## config.mk

```make
export PLATFORM = sky130hd
export DESIGN_NAME = round_robin_process_scheduler_flat
export DESIGN_NICKNAME = d
export VERILOG_FILES = /design/src/sv/rrps_pkg.sv /design/src/sv/rrps_if.sv /design/src/sv/rrps_ram.sv /design/src/sv/rrps_seq.sv /design/src/sv/round_robin_process_scheduler.sv /design/src/flat_wrapper.sv
export SDC_FILE = /design/constraint.sdc
export NUM_CORES = 1
export LEC_CHECK = 0
export BUFFER_PORTS_ARGS = -buffer_cell sky130_fd_sc_hd__buf_2
export CAP_MARGIN = 20
export CELL_PAD_IN_SITES_DETAIL_PLACEMENT = 2
export CELL_PAD_IN_SITES_GLOBAL_PLACEMENT = 2
export CORE_AREA = 2 2 180 182
export DETAILED_ROUTE_END_ITERATION = 7
export DIE_AREA = 0 0 182 184
export GPL_ROUTABILITY_DRIVEN = 0
export GPL_TIMING_DRIVEN = 1
export PLACE_DENSITY = 0.8
export SYNTH_ARGS = -nofsm -noshare
export SYNTH_HDL_FRONTEND = slang
export SYNTH_SLANG_ARGS = --single-unit
```

## constraint.sdc

```tcl
create_clock -name i_clk -period 6.1 [get_ports i_clk]
set_clock_uncertainty 0.2 [all_clocks]
set_input_delay 0.305 -clock i_clk [delete_from_list [all_inputs] [get_ports i_clk]]
set_output_delay 0.305 -clock i_clk [all_outputs]
set_load 0.03 [all_outputs]
```

## src/sv/rrps_pkg.sv

```systemverilog
// Shared types, constants and helper functions of the round-robin process scheduler.
`default_nettype none

package rrps_pkg;

    // Size of the process table and the widths that follow from it.
    localparam int MAX_PROCESSES = 64;
    localparam int PID_W         = $clog2(MAX_PROCESSES);
    localparam int CNT_W         = $clog2(MAX_PROCESSES + 1);
    localparam int ST_W          = 3;

    // Fixed widths of the channel fields.
    localparam int FLD_CMD_W = 2;
    localparam int FLD_PID_W = 6;
    localparam int FLD_ST_W  = 3;
    localparam int FLD_ERR_W = 2;

    // Width used to compare a channel process number against the count.
    localparam int CMP_W  = (CNT_W > FLD_PID_W) ? CNT_W : FLD_PID_W;
    localparam int WIDE_W = PID_W + FLD_PID_W;

    typedef enum logic [FLD_CMD_W-1:0] {
        CMD_CREATE     = 2'd0,
        CMD_SET_STATUS = 2'd1,
        CMD_SET_NEXT   = 2'd2,
        CMD_YIELD      = 2'd3
    } t_cmd;

    typedef enum logic [ST_W-1:0] {
        ST_SETUP      = 3'd0,
        ST_ACTIVE     = 3'd1,
        ST_INACTIVE   = 3'd2,
        ST_SLEEP      = 3'd3,
        ST_WAITING    = 3'd4,
        ST_WAIT_DEATH = 3'd5,
        ST_DEAD       = 3'd6
    } t_status;

    typedef enum logic [FLD_ERR_W-1:0] {
        ERR_OK       = 2'd0,
        ERR_FULL     = 2'd1,
        ERR_UNKNOWN  = 2'd2,
        ERR_NO_READY = 2'd3
    } t_err;

    // One command as it enters the sequencer.
    typedef struct packed {
        logic [FLD_CMD_W-1:0] command;
        logic [FLD_PID_W-1:0] target_pid;
        logic [FLD_ST_W-1:0]  new_status;
    } t_cmd_item;

    // One result as it leaves the sequencer.
    typedef struct packed {
        logic                 switched;
        logic [FLD_PID_W-1:0] current_pid;
        logic [FLD_PID_W-1:0] previous_pid;
        logic [FLD_PID_W-1:0] created_pid;
        logic [FLD_ERR_W-1:0] error_code;
    } t_result;

    // A status code that the scan may pick.
    function automatic logic is_runnable(input logic [ST_W-1:0] s);
        return (s == ST_ACTIVE) || (s == ST_INACTIVE) || (s == ST_SLEEP);
    endfunction

    // Next process number in round-robin order, wrapping at the count.
    function automatic logic [PID_W-1:0] wrap_next(input logic [PID_W-1:0] p,
                                                   input logic [CNT_W-1:0] count);
        logic [CNT_W-1:0] inc;
        inc = CNT_W'(p) + CNT_W'(1);
        return (inc == count) ? '0 : inc[PID_W-1:0];
    endfunction

    // Internal process number shown on a channel field, low bits only.
    function automatic logic [FLD_PID_W-1:0] to_field(input logic [PID_W-1:0] p);
        logic [WIDE_W-1:0] wide;
        wide = WIDE_W'(p);
        return wide[FLD_PID_W-1:0];
    endfunction

endpackage

`default_nettype wire

```

## src/sv/rrps_if.sv

```systemverilog
// Command and result channel interfaces of the round-robin process scheduler.
`default_nettype none

interface rrps_cmd_if;
    logic                           valid;
    logic                           ready;
    logic [rrps_pkg::FLD_CMD_W-1:0] command;
    logic [rrps_pkg::FLD_PID_W-1:0] target_pid;
    logic [rrps_pkg::FLD_ST_W-1:0]  new_status;

    modport source (output valid, command, target_pid, new_status, input ready);
    modport sink   (input valid, command, target_pid, new_status, output ready);
endinterface

interface rrps_res_if;
    logic                           valid;
    logic                           ready;
    logic                           switched;
    logic [rrps_pkg::FLD_PID_W-1:0] current_pid;
    logic [rrps_pkg::FLD_PID_W-1:0] previous_pid;
    logic [rrps_pkg::FLD_PID_W-1:0] created_pid;
    logic [rrps_pkg::FLD_ERR_W-1:0] error_code;

    modport source (output valid, switched, current_pid, previous_pid, created_pid,
                    error_code, input ready);
    modport sink   (input valid, switched, current_pid, previous_pid, created_pid,
                    error_code, output ready);
endinterface

`default_nettype wire

```

## src/sv/rrps_ram.sv

```systemverilog
// Generic single-port-write, single-port-read RAM with registered read data.
`default_nettype none

module rrps_ram #(
    parameter int WIDTH = 8,
    parameter int DEPTH = 64
) (
    input  wire logic                     i_clk,
    input  wire logic                     i_we,
    input  wire logic [$clog2(DEPTH)-1:0] i_waddr,
    input  wire logic [WIDTH-1:0]         i_wdata,
    input  wire logic                     i_re,
    input  wire logic [$clog2(DEPTH)-1:0] i_raddr,
    output logic      [WIDTH-1:0]         o_rdata
);

    logic [WIDTH-1:0] r_mem [DEPTH];

    // Write port.
    always_ff @(posedge i_clk) begin
        if (i_we) begin
            r_mem[i_waddr] <= i_wdata;
        end
    end

    // Read port with registered read data.
    always_ff @(posedge i_clk) begin
        if (i_re) begin
            o_rdata <= r_mem[i_raddr];
        end
    end

endmodule

`default_nettype wire

```

## src/sv/rrps_seq.sv

```systemverilog
// Command sequencer: read-modify-write of the process table and the scheduler registers.
`default_nettype none

module rrps_seq (
    input  wire logic                       i_clk,
    input  wire logic                       i_rst_n,
    input  wire logic                       i_cmd_valid,
    output logic                            o_cmd_ready,
    input  wire rrps_pkg::t_cmd_item        i_cmd,
    input  wire logic                       i_res_free,
    output logic                            o_res_load,
    output rrps_pkg::t_result               o_res,
    output logic                            o_mem_we,
    output logic [rrps_pkg::PID_W-1:0]      o_mem_waddr,
    output logic [rrps_pkg::ST_W-1:0]       o_mem_wdata,
    output logic                            o_mem_re,
    output logic [rrps_pkg::PID_W-1:0]      o_mem_raddr,
    input  wire logic [rrps_pkg::ST_W-1:0]  i_mem_rdata
);
    import rrps_pkg::*;

    typedef enum logic [2:0] {
        S_IDLE,
        S_OLD,
        S_SCAN,
        S_WR_PREV,
        S_WR_NEXT,
        S_FIN
    } t_state;

    // Control state.
    t_state           r_state, n_state;
    logic [CNT_W-1:0] r_count, n_count;
    logic [PID_W-1:0] r_running, n_running;
    logic [PID_W-1:0] r_fpid, n_fpid;
    logic             r_fvalid, n_fvalid;
    logic             r_zero_written, n_zero_written;

    // Per-command working registers.
    logic [PID_W-1:0] r_prev, n_prev;
    logic [PID_W-1:0] r_created, n_created;
    logic [PID_W-1:0] r_next, n_next;
    logic [PID_W-1:0] r_cur, n_cur;
    logic [PID_W-1:0] r_scan, n_scan;
    logic [CNT_W-1:0] r_left, n_left;
    logic [ST_W-1:0]  r_old, n_old;
    logic             r_sw, n_sw;
    t_err             r_err, n_err;
    logic             r_rd_zero, n_rd_zero;

    logic [ST_W-1:0]  rd_status;
    logic             tgt_known;
    logic [PID_W-1:0] tgt_pid;
    logic [PID_W-1:0] start_pid;

    // Entry zero reads as active until the table first writes it.
    assign rd_status = r_rd_zero ? ST_ACTIVE : i_mem_rdata;
    assign tgt_known = CMP_W'(i_cmd.target_pid) < CMP_W'(r_count);
    assign tgt_pid   = PID_W'(i_cmd.target_pid);
    assign start_pid = wrap_next(r_running, r_count);

    assign o_cmd_ready = (r_state == S_IDLE);

    // Result as it goes to the output register.
    assign o_res.switched     = r_sw;
    assign o_res.current_pid  = to_field(r_running);
    assign o_res.previous_pid = to_field(r_prev);
    assign o_res.created_pid  = to_field(r_created);
    assign o_res.error_code   = r_err;

    // Next-state and table access logic.
    always_comb begin
        n_state        = r_state;
        n_count        = r_count;
        n_running      = r_running;
        n_fpid         = r_fpid;
        n_fvalid       = r_fvalid;
        n_prev         = r_prev;
        n_created      = r_created;
        n_next         = r_next;
        n_cur          = r_cur;
        n_scan         = r_scan;
        n_left         = r_left;
        n_old          = r_old;
        n_sw           = r_sw;
        n_err          = r_err;
        n_rd_zero      = r_rd_zero;
        o_mem_we       = 1'b0;
        o_mem_waddr    = r_running;
        o_mem_wdata    = ST_SETUP;
        o_mem_re       = 1'b0;
        o_mem_raddr    = r_running;
        o_res_load     = 1'b0;

        unique case (r_state)
            S_IDLE: begin
                if (i_cmd_valid) begin
                    n_prev    = r_running;
                    n_sw      = 1'b0;
                    n_created = '0;
                    n_err     = ERR_OK;
                    n_state   = S_FIN;
                    unique case (t_cmd'(i_cmd.command))
                        CMD_CREATE: begin
                            if (r_count == CNT_W'(MAX_PROCESSES)) begin
                                n_err = ERR_FULL;
                            end else begin
                                o_mem_we    = 1'b1;
                                o_mem_waddr = r_count[PID_W-1:0];
                                o_mem_wdata = ST_SETUP;
                                n_created   = r_count[PID_W-1:0];
                                n_count     = r_count + CNT_W'(1);
                            end
                        end
                        CMD_SET_STATUS: begin
                            if (!tgt_known) begin
                                n_err = ERR_UNKNOWN;
                            end else begin
                                o_mem_we    = 1'b1;
                                o_mem_waddr = tgt_pid;
                                o_mem_wdata = i_cmd.new_status;
                            end
                        end
                        CMD_SET_NEXT: begin
                            if (!tgt_known) begin
                                n_err    = ERR_UNKNOWN;
                                n_fvalid = 1'b0;
                            end else begin
                                n_fpid   = tgt_pid;
                                n_fvalid = 1'b1;
                            end
                        end
                        CMD_YIELD: begin
                            // Fetch the status of the running process first.
                            o_mem_re    = 1'b1;
                            o_mem_raddr = r_running;
                            n_rd_zero   = (r_running == '0) && !r_zero_written;
                            n_state     = S_OLD;
                        end
                        default: n_state = S_FIN;
                    endcase
                end
            end
            S_OLD: begin
                n_old = rd_status;
                if (r_fvalid) begin
                    // An armed override wins and is consumed.
                    n_fvalid = 1'b0;
                    n_next   = r_fpid;
                    n_state  = (r_fpid == r_running) ? S_FIN : S_WR_PREV;
                end else begin
                    o_mem_re    = 1'b1;
                    o_mem_raddr = start_pid;
                    n_rd_zero   = (start_pid == '0) && !r_zero_written;
                    n_cur       = start_pid;
                    n_scan      = wrap_next(start_pid, r_count);
                    n_left      = r_count - CNT_W'(1);
                    n_state     = S_SCAN;
                end
            end
            S_SCAN: begin
                if (is_runnable(rd_status)) begin
                    n_next  = r_cur;
                    n_state = (r_cur == r_running) ? S_FIN : S_WR_PREV;
                end else if (r_left == '0) begin
                    n_err   = ERR_NO_READY;
                    n_state = S_FIN;
                end else begin
                    o_mem_re    = 1'b1;
                    o_mem_raddr = r_scan;
                    n_rd_zero   = (r_scan == '0) && !r_zero_written;
                    n_cur       = r_scan;
                    n_scan      = wrap_next(r_scan, r_count);
                    n_left      = r_left - CNT_W'(1);
                end
            end
            S_WR_PREV: begin
                // A waiting process keeps its status across the switch.
                if (r_old != ST_WAITING) begin
                    o_mem_we    = 1'b1;
                    o_mem_waddr = r_running;
                    o_mem_wdata = (r_old == ST_WAIT_DEATH) ? ST_DEAD : ST_INACTIVE;
                end
                n_state = S_WR_NEXT;
            end
            S_WR_NEXT: begin
                o_mem_we    = 1'b1;
                o_mem_waddr = r_next;
                o_mem_wdata = ST_ACTIVE;
                n_running   = r_next;
                n_sw        = 1'b1;
                n_state     = S_FIN;
            end
            S_FIN: begin
                if (i_res_free) begin
                    o_res_load = 1'b1;
                    n_state    = S_IDLE;
                end
            end
            default: n_state = S_IDLE;
        endcase

        n_zero_written = r_zero_written || (o_mem_we && (o_mem_waddr == '0));
    end

    // State and working registers.
    always_ff @(posedge i_clk) begin
        r_prev    <= n_prev;
        r_created <= n_created;
        r_next    <= n_next;
        r_cur     <= n_cur;
        r_scan    <= n_scan;
        r_left    <= n_left;
        r_old     <= n_old;
        r_sw      <= n_sw;
        r_err     <= n_err;
        r_rd_zero <= n_rd_zero;
        if (!i_rst_n) begin
            r_state        <= S_IDLE;
            r_count        <= CNT_W'(1);
            r_running      <= '0;
            r_fpid         <= '0;
            r_fvalid       <= 1'b0;
            r_zero_written <= 1'b0;
        end else begin
            r_state        <= n_state;
            r_count        <= n_count;
            r_running      <= n_running;
            r_fpid         <= n_fpid;
            r_fvalid       <= n_fvalid;
            r_zero_written <= n_zero_written;
        end
    end

endmodule

`default_nettype wire

```

## src/sv/round_robin_process_scheduler.sv

```systemverilog
// Top level of the round-robin process scheduler: table RAM, sequencer and result register.
//
//   Channel   Direction  Payload
//   i_cmd     in         command, target_pid, new_status
//   o_res     out        switched, current_pid, previous_pid, created_pid, error_code
//
// Create, set status and set next go straight from the transfer to the finish state.
// A yield reads the running entry, then the round-robin scan reads one entry per cycle, as
// the RAM has one read port; a switch writes the new entry and, if not waiting, the old.
// The command side takes a new transfer while a result still waits in the output register.
// Reset is synchronous; entry zero reads as active until it is first written.
`default_nettype none

module round_robin_process_scheduler (
    input  wire logic   i_clk,
    input  wire logic   i_rst_n,
    rrps_cmd_if.sink    i_cmd,
    rrps_res_if.source  o_res
);
    import rrps_pkg::*;

    t_cmd_item        cmd_item;
    t_result          seq_res;
    logic             res_load;
    logic             res_free;
    logic             mem_we;
    logic [PID_W-1:0] mem_waddr;
    logic [ST_W-1:0]  mem_wdata;
    logic             mem_re;
    logic [PID_W-1:0] mem_raddr;
    logic [ST_W-1:0]  mem_rdata;

    logic             r_out_valid;
    t_result          r_out;

    assign cmd_item.command    = i_cmd.command;
    assign cmd_item.target_pid = i_cmd.target_pid;
    assign cmd_item.new_status = i_cmd.new_status;

    // Process state table.
    rrps_ram #(
        .WIDTH (ST_W),
        .DEPTH (MAX_PROCESSES)
    ) u_table (
        .i_clk   (i_clk),
        .i_we    (mem_we),
        .i_waddr (mem_waddr),
        .i_wdata (mem_wdata),
        .i_re    (mem_re),
        .i_raddr (mem_raddr),
        .o_rdata (mem_rdata)
    );

    // Command sequencer.
    rrps_seq u_seq (
        .i_clk       (i_clk),
        .i_rst_n     (i_rst_n),
        .i_cmd_valid (i_cmd.valid),
        .o_cmd_ready (i_cmd.ready),
        .i_cmd       (cmd_item),
        .i_res_free  (res_free),
        .o_res_load  (res_load),
        .o_res       (seq_res),
        .o_mem_we    (mem_we),
        .o_mem_waddr (mem_waddr),
        .o_mem_wdata (mem_wdata),
        .o_mem_re    (mem_re),
        .o_mem_raddr (mem_raddr),
        .i_mem_rdata (mem_rdata)
    );

    // Output register, free when empty or when its result transfers.
    assign res_free = !r_out_valid || o_res.ready;

    always_ff @(posedge i_clk) begin
        if (res_load) begin
            r_out <= seq_res;
        end
        if (!i_rst_n) begin
            r_out_valid <= 1'b0;
        end else if (res_load) begin
            r_out_valid <= 1'b1;
        end else if (o_res.ready) begin
            r_out_valid <= 1'b0;
        end
    end

    assign o_res.valid        = r_out_valid;
    assign o_res.switched     = r_out.switched;
    assign o_res.current_pid  = r_out.current_pid;
    assign o_res.previous_pid = r_out.previous_pid;
    assign o_res.created_pid  = r_out.created_pid;
    assign o_res.error_code   = r_out.error_code;

endmodule

`default_nettype wire

```

## src/flat_wrapper.sv

```systemverilog
// flat-port wrapper written by rule: the top's interface ports become plain ports
module round_robin_process_scheduler_flat import rrps_pkg::*;
  (i_clk, i_rst_n, i_cmd_valid, i_cmd_command, i_cmd_target_pid, i_cmd_new_status, i_cmd_ready, o_res_valid, o_res_switched, o_res_current_pid, o_res_previous_pid, o_res_created_pid, o_res_error_code, o_res_ready);
  rrps_cmd_if i_cmd_i ();
  rrps_res_if o_res_i ();
  input  wire logic i_clk;
  input  wire logic i_rst_n;
  input wire logic [$bits(i_cmd_i.valid)-1:0] i_cmd_valid;
  input wire logic [$bits(i_cmd_i.command)-1:0] i_cmd_command;
  input wire logic [$bits(i_cmd_i.target_pid)-1:0] i_cmd_target_pid;
  input wire logic [$bits(i_cmd_i.new_status)-1:0] i_cmd_new_status;
  output wire logic [$bits(i_cmd_i.ready)-1:0] i_cmd_ready;
  output wire logic [$bits(o_res_i.valid)-1:0] o_res_valid;
  output wire logic [$bits(o_res_i.switched)-1:0] o_res_switched;
  output wire logic [$bits(o_res_i.current_pid)-1:0] o_res_current_pid;
  output wire logic [$bits(o_res_i.previous_pid)-1:0] o_res_previous_pid;
  output wire logic [$bits(o_res_i.created_pid)-1:0] o_res_created_pid;
  output wire logic [$bits(o_res_i.error_code)-1:0] o_res_error_code;
  input wire logic [$bits(o_res_i.ready)-1:0] o_res_ready;
  assign i_cmd_i.valid = i_cmd_valid;
  assign i_cmd_i.command = i_cmd_command;
  assign i_cmd_i.target_pid = i_cmd_target_pid;
  assign i_cmd_i.new_status = i_cmd_new_status;
  assign i_cmd_ready = i_cmd_i.ready;
  assign o_res_valid = o_res_i.valid;
  assign o_res_switched = o_res_i.switched;
  assign o_res_current_pid = o_res_i.current_pid;
  assign o_res_previous_pid = o_res_i.previous_pid;
  assign o_res_created_pid = o_res_i.created_pid;
  assign o_res_error_code = o_res_i.error_code;
  assign o_res_i.ready = o_res_ready;
  round_robin_process_scheduler u_core (.i_clk(i_clk), .i_rst_n(i_rst_n), .i_cmd(i_cmd_i), .o_res(o_res_i));
endmodule
```

After elaboration in Yosys (flattened, before gate mapping)
Memory sizes are Yosys's and may differ from the RTL's. A register that Yosys moved wholly into a read port is not among the register bits.
Cells that the tools add are included.

operators by class
  $add $sub $neg = 6
  $mul = 0
  div/mod/pow operators = 0
  order comparisons = 1
  equality and inequality tests = 30
  shift operators = 0
  multiplexer cells = 79
  bitwise gates (word level) = 2
  reduce and logical (&&, ||, !) cells = 35

operators with widths
  cell                   number
  $mux W6                17
  $pmux W6 S2            6
  $mux W3                14
  $logic_not A6 Y1       4
  $mux W1                24
  $add A6 B1 Y7 const B  3
  $eq A7 B7 Y1           3
  $mux W7                3
  $pmux W3 S6            1
  $reduce_and A4 Y1      4
  $ne A2 B2 Y1 const B   7
  $pmux W7 S2            1
  $sub A7 B1 Y7 const B  2
  $eq A3 B2 Y1 const B   4
  $eq A6 B6 Y1           2
  $reduce_bool A2 Y1     5
  $eq A3 B3 Y1 const B   3
  $pmux W1 S3            3
  $pmux W3 S3            1
  $reduce_and A3 Y1      3
  $mux W2                4
  $pmux W2 S2            2
  $add A7 B1 Y7 const B  1
  $eq A7 B7 Y1 const B   1
  other kinds (18)       35

storage, ports and cells
  register bits after elaboration = 90
  bits in latches = 0
  RAM bits = 192
  bits in read-only memories = 0
  output and inout port bits = 23
  word-level logic and storage cells = 176
  memories = 1

memories
  memory                depth  bits a word  read ports  clocked after memory_dff  wr ports  RTL line        RTL
  u_core.u_table.r_mem  64     3            1           1                         1         rrps_ram.sv:17  logic [WIDTH-1:0] r_mem [DEPTH];

Logic depth before layout (Yosys ltp)
  depth in word-level cells = 8
  depth in mapped cells = 18

Hierarchy
A second synthesis with hierarchy kept.

unflattened totals
  cell total of the unflattened synthesis = 997
  area total of the unflattened synthesis = 13427.9 um^2

modules (own cells, without submodules)
  module                         instances  cells an instance  area an instance (um^2)  sequential area each (um^2)
  rrps_ram                       1          432                7945.1                   5855.6
  rrps_seq                       1          540                4803.4                   1801.7
  round_robin_process_scheduler  1          25                 679.4                    650.6

Worst setup path before layout
No wires, ideal clock.

  path type = register -> register
  start = reg u_core.u_seq.r_count[1]
  end = mem u_core.u_table.r_mem[0][0] in the netlist's numbering (data pin)
  data arrival time = 3.841 ns
  setup slack = 1.511 ns
  cell stages (with the launch flop) = 12
  buffers on the path = 1
  path through = dfxtp_1 clkbuf_1 inv_1 ha_1 a21o_1 a21o_1 a21o_1 a21o_1 a21o_1 nand2_1 a41oi_1 a21oi_1

on the way
  longest elaborated chain between the ends = 5

ends and longest elaborated chain
  what                     RTL line                             RTL
  from (decl)              rrps_seq.sv:33                       logic [CNT_W-1:0] r_count, n_count;
  from (signal assigned)   rrps_seq.sv:227                      r_count <= n_count;
  $lt A6 B7 Y1             rrps_seq.sv:58                       assign tgt_known = CMP_W'(i_cmd.target_pid) < CMP_W'(r_count);
  $mux W3                  rrps_seq.sv:116                      if (!tgt_known) begin
  $mux W3                  -
  $mux W3                  rrps_seq.sv:97                       if (i_cmd_valid) begin
  $pmux W3 S3              rrps_seq.sv:95                       unique case (r_state)
  via u_core.mem_wdata[0]  round_robin_process_scheduler.sv:28  logic [ST_W-1:0] mem_wdata;
  to (decl)                rrps_ram.sv:17

The timed path passes the listed nets, and every way through them passes these cells.

Final worst setup path
  start = reg u_core.u_seq.r_running[1]
  end = reg u_core.u_seq.r_scan[5] (data pin)

on the way
  longest elaborated chain between the ends = 8

ends and longest elaborated chain
  what                        RTL line         RTL
  from (decl)                 rrps_seq.sv:34   logic [PID_W-1:0] r_running, n_running;
  from (signal assigned)      rrps_seq.sv:228  r_running <= n_running;
  $add A6 B1 Y7 *             rrps_pkg.sv:71   inc = CNT_W'(p) + CNT_W'(1);
  $eq A7 B7 Y1                rrps_pkg.sv:72   return (inc == count) ? '0 : inc[PID_W-1:0];
  $mux W6 *                   rrps_pkg.sv:72
  $add A6 B1 Y7 *             rrps_pkg.sv:71
  $eq A7 B7 Y1                rrps_pkg.sv:72
  $mux W6 *                   rrps_pkg.sv:72
  $mux W6 *                   rrps_seq.sv:146  if (r_fvalid) begin
  $pmux W6 S2 *               rrps_seq.sv:95
  via u_core.u_seq.n_scan[5]  rrps_seq.sv:44   logic [PID_W-1:0] r_scan, n_scan;
  to (signal assigned)        rrps_seq.sv:212  r_scan <= n_scan;
  to (decl)                   rrps_seq.sv:44

Mark *: on every way through the listed nets, which the timed path passes. The rest lies on a longest branch. The select of a mux whose other input is x is not followed.
A chain may end at the register's enable or synchronous reset.

==> results.cfg <==
[outcome]
outcome = finished clean

[sta]
period_needed_ps = 5629
fmax_ghz = 0.1777
final.setup.worst_slack_ps = 471.3
setup_viol = 0
worstMarginPinSlew_ps = 1121
slew_violations = 0
fin_hold_ws_ps = 130.2
relSlewSlack_pct = 24.09
rsz0062_at_grt = no
hold_viol_final = 0
fin_setup_tns_ps = 0
finalCritPeriodShare_pct = 92.27

[final_layout]
drive_above_1_share_pct = 11.57
fin_nets = 1205
layout_commonest_cell = edfxtp_1
area_delta_synth_final_pct = 12.50
antennaDiodeCount = 0
mostFrequentLayoutCells = edfxtp_1 (260), nand2_1 (141), mux2i_1 (98)
final_cells = 1595
final_util_pct = 48.93
fill_cells = 3038
final_cell_area_sq_um = 15360

[synthesis]
synth-seq-cells = 285
ys_async_sr_fraction_pct = 0
netlist_area_sq_um = 13650
synth_flop_cell = edfxtp_1
synthCells = 1130
avgSynthCellArea_sq_um = 12.08
syn-num-nets = 1164
yosysSeqAreaShare_pct = 60.84
synth_edf_count = 260
ys_types = 86
yosys_warnings = 0

[grt]
met2_usage_pct = 47.15
antenna_found_initial = 0
grt_pass1_wl_microns = 68990
grt_pass1_vias = 10620
met3_usage_pct = 4.219
grt_max_degree = 65
grt_use_total_pct = 27.50
overflow = 0
busiest_layer = met2
met1_usage_pct = 36.69

[setup_path]
crit_arrival_ps = 5700
required_ps = 6180
start_kind = register
critical_path.max_fanout = 12
end_kind = register
critical_path_class = reg -> reg

[cts]
cts_root_buf = clkbuf_16
clk_latency_ps = 590
path_clk_slew_ps = 60
postCtsSetupRepairBufs = 0
post_cts_resized = 0
cts_tree = built
cts_buffers = 31
clockBufferDepth = 3
clock_sinks = 285
cts.htree.levels = 1

[floorplan]
fp.dieW_microns = 182
rows = 65
ios = 38
start_util_pct = 43.50
dieArea_sq_um = 33490
core_sq_um = 31390
dieHeight_microns = 184

[power_and_ir_drop]
p_per_area_nw_per_um2 = 431.3
finalPower_mw = 6.625
leakagePower_nw = 5.210
vdd_drop_max_uv = 295.6

[route]
firstDrtPassIters = 5
dr.first_iter.drc_count = 795
avgViaCountPerCell = 6.138
wirelength_microns = 46090
vias = 9790
ant_nets = 0
drcViolationCount = 0
wire_per_inst_microns = 28.90

[place]
place_area_sq_um = 14300
hpwl_microns = 31420
dp.cells = 1530
place_ws_ps = 712.5
io_buffer_count = 37

[run]
maxCapViolCount = 0

[min_path]
hold_class = in -> reg
-- area by class of cell --
class,instances,area (sq um),area share (%)
clock buffer,42,827.0,5.384
sequential,285,8308,54.08
clock inverter,13,131.4,0.8553
timing repair buffer,75,495.5,3.226
tap,402,503.0,3.274
multi-input combinational,752,4999,32.54
inverter,26,97.59,0.6353
-- per-layer routing --
metal | wire length, microns | part of all wire, % | vias up
met3 | 2747 | 6.0 | 71
met4 | 919 | 2.0 | 0
li1 | - | - | 4275
met2 | 22800 | 49 | 360
met5 | 0 | 0 | -
met1 | 19620 | 43 | 5084
-- repair_timing --
item | in CTS | in global routing
hold buffers | 8 | 0
setup endpoints to repair | 0 | 0
hold endpoints to repair | 8 | 0
-- state kept, by name, indices dropped and copies added, names as in the netlist --
name                         cells
u_core.u_table.r_mem           192
u_core.u_seq.r_count             7
u_core.u_seq.r_left              7
u_core.o_res.created_pid         6
u_core.o_res.current_pid         6
u_core.o_res.previous_pid        6
u_core.u_seq.r_created           6
u_core.u_seq.r_cur               6
u_core.u_seq.r_fpid              6
u_core.u_seq.r_next              6
u_core.u_seq.r_prev              6
u_core.u_seq.r_running           6
u_core.u_seq.r_scan              6
u_core.u_seq.r_old               3
u_core.u_seq.r_state             3
u_core.u_table.o_rdata           3
u_core.o_res.error_code          2
u_core.u_seq.r_err               2
u_core.o_res.switched            1
u_core.o_res.valid               1
u_core.u_seq.r_fvalid            1
u_core.u_seq.r_rd_zero           1
u_core.u_seq.r_sw                1
u_core.u_seq.r_zero_written      1
-- cell families after synthesis --
| group | Yosys count | synth area share, % |
|---|---|---|
| buffers and inverters | 93 | 2.978 |
| flip-flops | 285 | 60.84 |
| multiplexers | 100 | 7.349 |
| adder cells (fa/ha/maj) | 19 | 1.741 |
| XOR/XNOR | 51 | 3.510 |
| AO/OA/AOI/OAI | 172 | 9.155 |
| AND/OR/NAND/NOR | 410 | 14.42 |
-- power breakdown --
part           total (mW)  internal, mW  leakage, nW  switching, mW
logic                2.22         0.687         2.13           1.54
registers            2.57          2.41         2.62          0.161
clock network        1.83          1.03        0.465          0.801
-- Yosys cell counts (9+ instances only) --
cell | instances | area [sq um]
a21boi_0 | 11 | 82.58
a21oi_1 | 30 | 150.1
a32oi_1 | 9 | 78.83
and2_1 | 12 | 75.07
buf_2 | 27 | 135.1
clkbuf_1 | 30 | 112.6
dfxtp_1 | 25 | 500.5
edfxtp_1 | 260 | 7807
ha_1 | 19 | 237.7
inv_1 | 23 | 86.33
mux2i_1 | 98 | 980.9
nand2_1 | 142 | 533.0
nand2b_1 | 9 | 56.30
nand3_1 | 49 | 245.2
nand4_1 | 14 | 87.58
nor2_1 | 84 | 315.3
nor2b_1 | 15 | 93.84
nor3_1 | 37 | 185.2
o21ai_0 | 27 | 135.1
xnor2_1 | 30 | 262.8
xor2_1 | 19 | 166.4
-- worst paths after layout --
path                                                endpoint  slack, ps  cells past startpoint                      start
worst max-delay path                  u_core.u_seq.r_scan[5]        470                     16  u_core.u_seq.r_running[1]
worst min-delay path                 u_core.u_seq.r_state[0]        130                      4                i_cmd_valid
worst max register to register        u_core.u_seq.r_scan[5]        470                     16  u_core.u_seq.r_running[1]
worst min register to register  u_core.o_res.previous_pid[2]        230                      0     u_core.u_seq.r_prev[2]
-- critical path, stage by stage, from the launching register on --
cell and delay (ps):
dfxtp_1 810, ha_1 480, nand3_1 200, and3_1 270
o32ai_2 390, or3_1 230, or2_1 420, nand2_1 220
inv_1 120, ha_1 200, nand2_1 100, xnor2_1 350
o22ai_1 170, a221oi_1 400, nand3_1 190, o31ai_4 410
o32ai_1 150
Power figures use the tool's default switching activity.
